File: src/rtl/gce_pkg.sv
// ----------------------------------------------------------------------------
// gce_pkg
// Shared constants, latencies, types and helper functions of the Gumbel
// copula evaluator.
// ----------------------------------------------------------------------------
package gce_pkg;

    localparam int FRAC_BITS       = 24;
    localparam int THETA_FRAC_BITS = 16;
    localparam int REG_W           = 23;
    localparam int VAL_W           = FRAC_BITS + 1;

    localparam logic [VAL_W-1:0] ONE_FB    = VAL_W'(1) << FRAC_BITS;
    localparam logic [REG_W-1:0] THETA_ONE = REG_W'(1) << THETA_FRAC_BITS;
    localparam logic [REG_W-1:0] THETA_RST = REG_W'(65536);
    localparam logic [REG_W-1:0] DELTA_RST = REG_W'(167772);

    localparam logic REG_THETA = 1'b0;
    localparam logic REG_DELTA = 1'b1;

    // unit latencies in enabled cycles
    localparam int LOG_LAT = 33;
    localparam int EXP_LAT = 34;
    localparam int DIV_LAT = 34;

    // copula pipeline timing
    localparam int COP_T_LMAX = 2 * LOG_LAT + 2;
    localparam int LMAX_DLY   = 2 + EXP_LAT + 1 + LOG_LAT + DIV_LAT;
    localparam int COP_LAT    = COP_T_LMAX + LMAX_DLY + 1 + EXP_LAT + 1 + EXP_LAT + 1;

    typedef struct packed {
        logic             hit;
        logic [32:0]      val;
    } t_cspec;

    typedef struct packed {
        logic             cmd;
        logic             inv;
        logic [VAL_W-1:0] den;
    } t_sb;

    typedef struct packed {
        logic             cmd;
        logic             inv;
        logic             zden;
        logic             sat;
        logic [VAL_W-1:0] val0;
        logic [VAL_W-1:0] den;
    } t_fin;

    function automatic logic [63:0] isqrt64(input logic [63:0] x_in);
        logic [63:0] x;
        logic [63:0] r;
        logic [63:0] b;
        x = x_in;
        r = '0;
        b = 64'h4000_0000_0000_0000;
        for (int k = 0; k < 32; k++) begin
            if (x >= r + b) begin
                x = x - (r + b);
                r = (r >> 1) + b;
            end else begin
                r = r >> 1;
            end
            b = b >> 2;
        end
        return r;
    endfunction

    // 2^(2^-n) in Q1.31, each a root of the one before
    function automatic logic [31:0] root_at(input int n);
        logic [63:0] r;
        r = 64'h1_0000_0000;
        for (int k = 1; k <= n; k++) begin
            r = isqrt64(r << 31);
        end
        return r[31:0];
    endfunction

    // 32 fraction bits to FRAC_BITS, round half up, saturate at one
    function automatic logic [VAL_W-1:0] to_fb(input logic [32:0] c);
        logic [33:0] r;
        r = (34'(c) + (34'(1) << (31 - FRAC_BITS))) >> (32 - FRAC_BITS);
        return (r > 34'(ONE_FB)) ? ONE_FB : VAL_W'(r);
    endfunction

endpackage

File: src/rtl/gce_div.sv
// ----------------------------------------------------------------------------
// gce_div
// Pipelined restoring divider, one quotient bit per stage, 33 bits of
// quotient and the final remainder.
// ----------------------------------------------------------------------------
module gce_div (
    input  logic        i_clk,
    input  logic        i_en,
    input  logic [48:0] i_num,
    input  logic [24:0] i_den,
    output logic [32:0] o_q,
    output logic [24:0] o_rem
);
    import gce_pkg::*;

    logic [24:0] r_r  [0:33];
    logic [32:0] r_lo [0:33];
    logic [32:0] r_q  [0:33];
    logic [24:0] r_dv [0:33];

    always_ff @(posedge i_clk) begin
        if (i_en) begin
            r_r[0]  <= 25'(i_num[48:33]);
            r_lo[0] <= i_num[32:0];
            r_q[0]  <= '0;
            r_dv[0] <= i_den;
        end
    end

    for (genvar g = 1; g <= 33; g++) begin : g_step
        logic [25:0] trial;
        assign trial = {r_r[g-1], r_lo[g-1][32]};
        always_ff @(posedge i_clk) begin
            if (i_en) begin
                r_lo[g] <= r_lo[g-1] << 1;
                r_dv[g] <= r_dv[g-1];
                if (trial >= {1'b0, r_dv[g-1]}) begin
                    r_r[g] <= 25'(trial - {1'b0, r_dv[g-1]});
                    r_q[g] <= {r_q[g-1][31:0], 1'b1};
                end else begin
                    r_r[g] <= trial[24:0];
                    r_q[g] <= {r_q[g-1][31:0], 1'b0};
                end
            end
        end
    end

    assign o_q   = r_q[33];
    assign o_rem = r_r[33];

endmodule

File: config.mk
export PLATFORM = sky130hd
export DESIGN_NAME = gce_div
export DESIGN_NICKNAME = d
export VERILOG_FILES = /design/src/rtl/gce_pkg.sv /design/src/rtl/gce_div.sv
export SDC_FILE = /design/constraint.sdc
export NUM_CORES = 2
export LEC_CHECK = 0
export ABC_AREA = 0
export BUFFER_PORTS_ARGS = -buffer_cell sky130_fd_sc_hd__buf_2
export CORE_MARGIN = 5
export CORE_UTILIZATION = 60
export DETAILED_ROUTE_END_ITERATION = 8
export PLACE_DENSITY = 0.76
export SYNTH_ARGS = -nofsm -noshare
export SYNTH_HDL_FRONTEND = slang
export SYNTH_SLANG_ARGS = --single-unit
export TNS_END_PERCENT = 20
File: constraint.sdc
create_clock -name i_clk -period 8.85 [get_ports i_clk]
set_input_delay 1.77 -clock i_clk [delete_from_list [all_inputs] [get_ports i_clk]]
set_output_delay 1.77 -clock i_clk [all_outputs]
set_load 0.05 [all_outputs]
==> key figures <==
Clock network
  • Maximum root-to-sink buffer count: 4
  • Post-CTS Repair Setup Buffers: 0
  • CTS Buf Count: 306
  • Post-CTS Resized: 0
  • Clock transition at path regs: 60 ps
  • H-tree levels: 5
  • Post-CTS Hold Buffers: 0
  • Later-pin clock latency in the skew report: roughly 940 ps
  • CTS Sinks: approximately 2.8k
  • Clk root buf: clkbuf_16
  • CTS tree: done

Synthesis
  • Post-synthesis xor/xnor area fraction: 0.0442
  • Mapped Cells: ~10k
  • Mux share of post-synthesis cell area: 0.0378
  • Asr flop ratio synth: 0
  • Post-synthesis simple-gate area fraction: 0.0719
  • Ys flop type: edfxtp_1
  • Largest family of logic cells by synthesized area: compound AO/OA/AOI/OAI gates
  • Post-synth EDFFs: 2787
  • Yosys cell types: 102
  • Synth Area per Inst: 12.9 µm²
  • Complex-gate fraction of the synthesized area: 0.113
  • Sequential cell area fraction in the yosys report: 0.616
  • Syn Nets: 11.4k
  • Mapped cell area: about 140000 µm²
  • #FFs+latches synth: 2788
  • Adder-cell share of the synthesized area: 0.0801
  • Yosys Warn Count: 0

Power and ir drop
  • Clk pwr share: 0.233
  • Sequential share of power: 0.387
  • P_sw: around 0.018 W
  • Gate power share: 0.380
  • Sw frac: 0.342
  • Worst VDD drop: around 0.31 mV
  • Power per Cell Area: ~350 nW/µm²
  • Leakage: ~59 nW
  • Internal Power: about 0.034 W

Timing
  • Setup repair after global routing missed its margin: no
  • F_max: between 0.2 and 0.25 GHz
  • Clock skew: just over 80 ps
  • Final setup vio count: 0
  • Max-slew headroom: 0.203
  • Post-route minimum period: ~4600 ps
  • Setup TNS: 0 ps
  • Fin crit share: 0.516
  • Max-slew violations: 0
  • Hold Violations, Final: 0
  • Slew at the pin closest to its max-slew limit: between 1000 and 1500 ps

Floorplan
  • Starting Density: 0.603
  • I/O Pins: between 100 and 150
  • Die footprint: ~240000 µm²
  • Core area: about 230000 µm²
  • Site Rows: approximately 170
  • Die Y: ~490 µm
  • Chip width: just under 500 µm

Finish
  • Net count, final: ~12k
  • Finished Cell Area: approximately 150000 µm²
  • Fillers: between 15k and 20k
  • Share of layout cells above drive strength 1: 0.100
  • Most frequent cells in the layout: edfxtp_1 (2787), inv_1 (1042), ha_1 (817), a21oi_1 (723), nand2_1 (623)
  • Syn-to-layout area delta: 10.0%
  • FF+latch area: ~84000 µm²
  • Multi-input logic area: roughly 47000 µm²
  • Most common cell after layout, fill and taps aside: edfxtp_1

Global routing
  • Vias in the first global route: 80.7k
  • Largest net degree at the start of global routing: approximately 190
  • Initial antenna violation count: 6
  • GRT Util Overall: 0.240
  • Global-route wire length before repair: roughly 450000 µm
  • Gr ovfl total: 0

Job
  • Max-cap violations: 0

Critical path
  • Setup crit end kind: flop
  • Type of origin of the critical path: flop
  • Crit path largest cell delay: approximately 520 ps
  • Cells along the critical path: inv_1 > ha_1 > inv_1 > fa_1 > a21o_1 > a31oi_1 > o21ai_0 > o31ai_1 > a21oi_1 > o41ai_1 > o21ai_0 > a21oi_4 > buf_4 > mux2_2
  • Crit path DAT: between 5000 and 6000 ps
  • WS Path Type: flop to flop
  • Critical path buffers and inverters: 3
  • Max FO, Critical Path: about 50
  • CP top delay family: compound AO/OA/AOI/OAI gates
  • Max stage delay cell, worst path: o31ai_1
  • Required time at the worst-slack endpoint: ~9500 ps

Place
  • GPL Wtd Cong: 0.932
  • Dpl cell area: about 140000 µm²
  • Dpl hpwl: between 200000 and 250000 µm
  • Port buffer count: approximately 130

Routing
  • Drt drc: 0
  • Starting DRT DRC Count: around 6.6k
  • Via total after detailed routing: 81.8k
  • DRT Wirelength: ~290000 µm
  • Routed length per instance: approximately 20 µm
  • Post-DR vias/cell: between 5 and 6
  • Post-DRT Antenna Nets: 0
  • Drt first pass iters: 6

Outcome
  • Status: finished, final reports clean

Worst hold path
  • Hold Path Class: flop to flop
## cells in the mapped netlist, types with 79 or more instances
cell | instances | area (µm²)
a31oi_1 | 79 | 494
nand2_1 | 623 | 2340
nor3_1 | 118 | 591
o21a_1 | 121 | 908
a21o_1 | 341 | 2560
inv_1 | 1043 | 3920
edfxtp_1 | 2787 | 83700
nor2_1 | 487 | 1830
o21ai_0 | 531 | 2660
xor2_1 | 268 | 2350
mux2_2 | 363 | 4090
a21oi_1 | 726 | 3630
ha_1 | 817 | 10200
xnor2_1 | 418 | 3660
nand2b_1 | 129 | 807
nand3_1 | 167 | 836
clkbuf_1 | 175 | 657
o21bai_1 | 99 | 743
nand4_1 | 125 | 782
nor2b_1 | 111 | 694
## layout make-up
| type | instances | share of cell area |
|---|---|---|
| repair buffers | 190 | 0.00843 |
| diodes | 15 | 0.000251 |
| clock buffers | 360 | 0.0531 |
| well taps | 2992 | 0.0251 |
| flip-flops and latches | 2788 | 0.560 |
| multi-input cells | 6420 | 0.316 |
| inverters | 1044 | 0.0262 |
| clock inverters | 161 | 0.0103 |
## cells by family after synthesis
logic type,Yosys count
flops,2788
xor+xnor,686
simple gates,2042
buf+inv,1282
compound gates,2390
fa+ha+maj,850
mux,452
## power by group through the flow
stage	combinational [W]	sequential, W	clock (W)
final	0.0197	0.0201	0.0121
after global routing	0.0218	0.0203	0.0130
after CTS	0.0196	0.0201	0.0124
after detailed placement	0.0193	0.0203	0
after global placement	0.0188	0.0203	0
after floorplan	0.0151	0.0196	0
## flip-flops by register name, indices dropped and copies added (netlist names)
signal and cells:
r_dv 825, r_lo 561, r_q 561, r_r 841
## path summary, 6_finish.rpt
check | startpoint | end | slack (ps) | depth (start not counted)
max | r_lo[31][32] | r_r[32][1] | 4280 | 14
min | r_q[29][1] | r_q[30][2] | 370 | 0
min reg2reg | r_q[29][1] | r_q[30][2] | 370 | 0
max reg2reg | r_lo[31][32] | r_r[32][1] | 4280 | 14
## metrics by stage
step           power [W]  std cells  worst slack [ps]   util  hold slack (ps)
5_1_grt           0.0551      14000              3910  0.664              384
3_3_place_gp      0.0392      13400              3880  0.621              400
4_1_cts           0.0521      14000              4380  0.663              370
3_5_place_dp      0.0397      13400              3820  0.621              405
2_1_floorplan     0.0347      10500              4460      -              400
6_report          0.0520      14000              4280  0.664              375
## metal layers
metal | track usage | wire (µm) | up-vias | share of wire
met5 | 0 | 0 | - | 0
met4 | 0.102 | 13700 | 0 | 0.048
met3 | 0.0328 | 16200 | 615 | 0.056
met2 | 0.394 | 135000 | 2458 | 0.47
met1 | 0.325 | 122000 | 39500 | 0.42
li1 | - | - | 39300 | -
(Power assumes the default switching activity.)
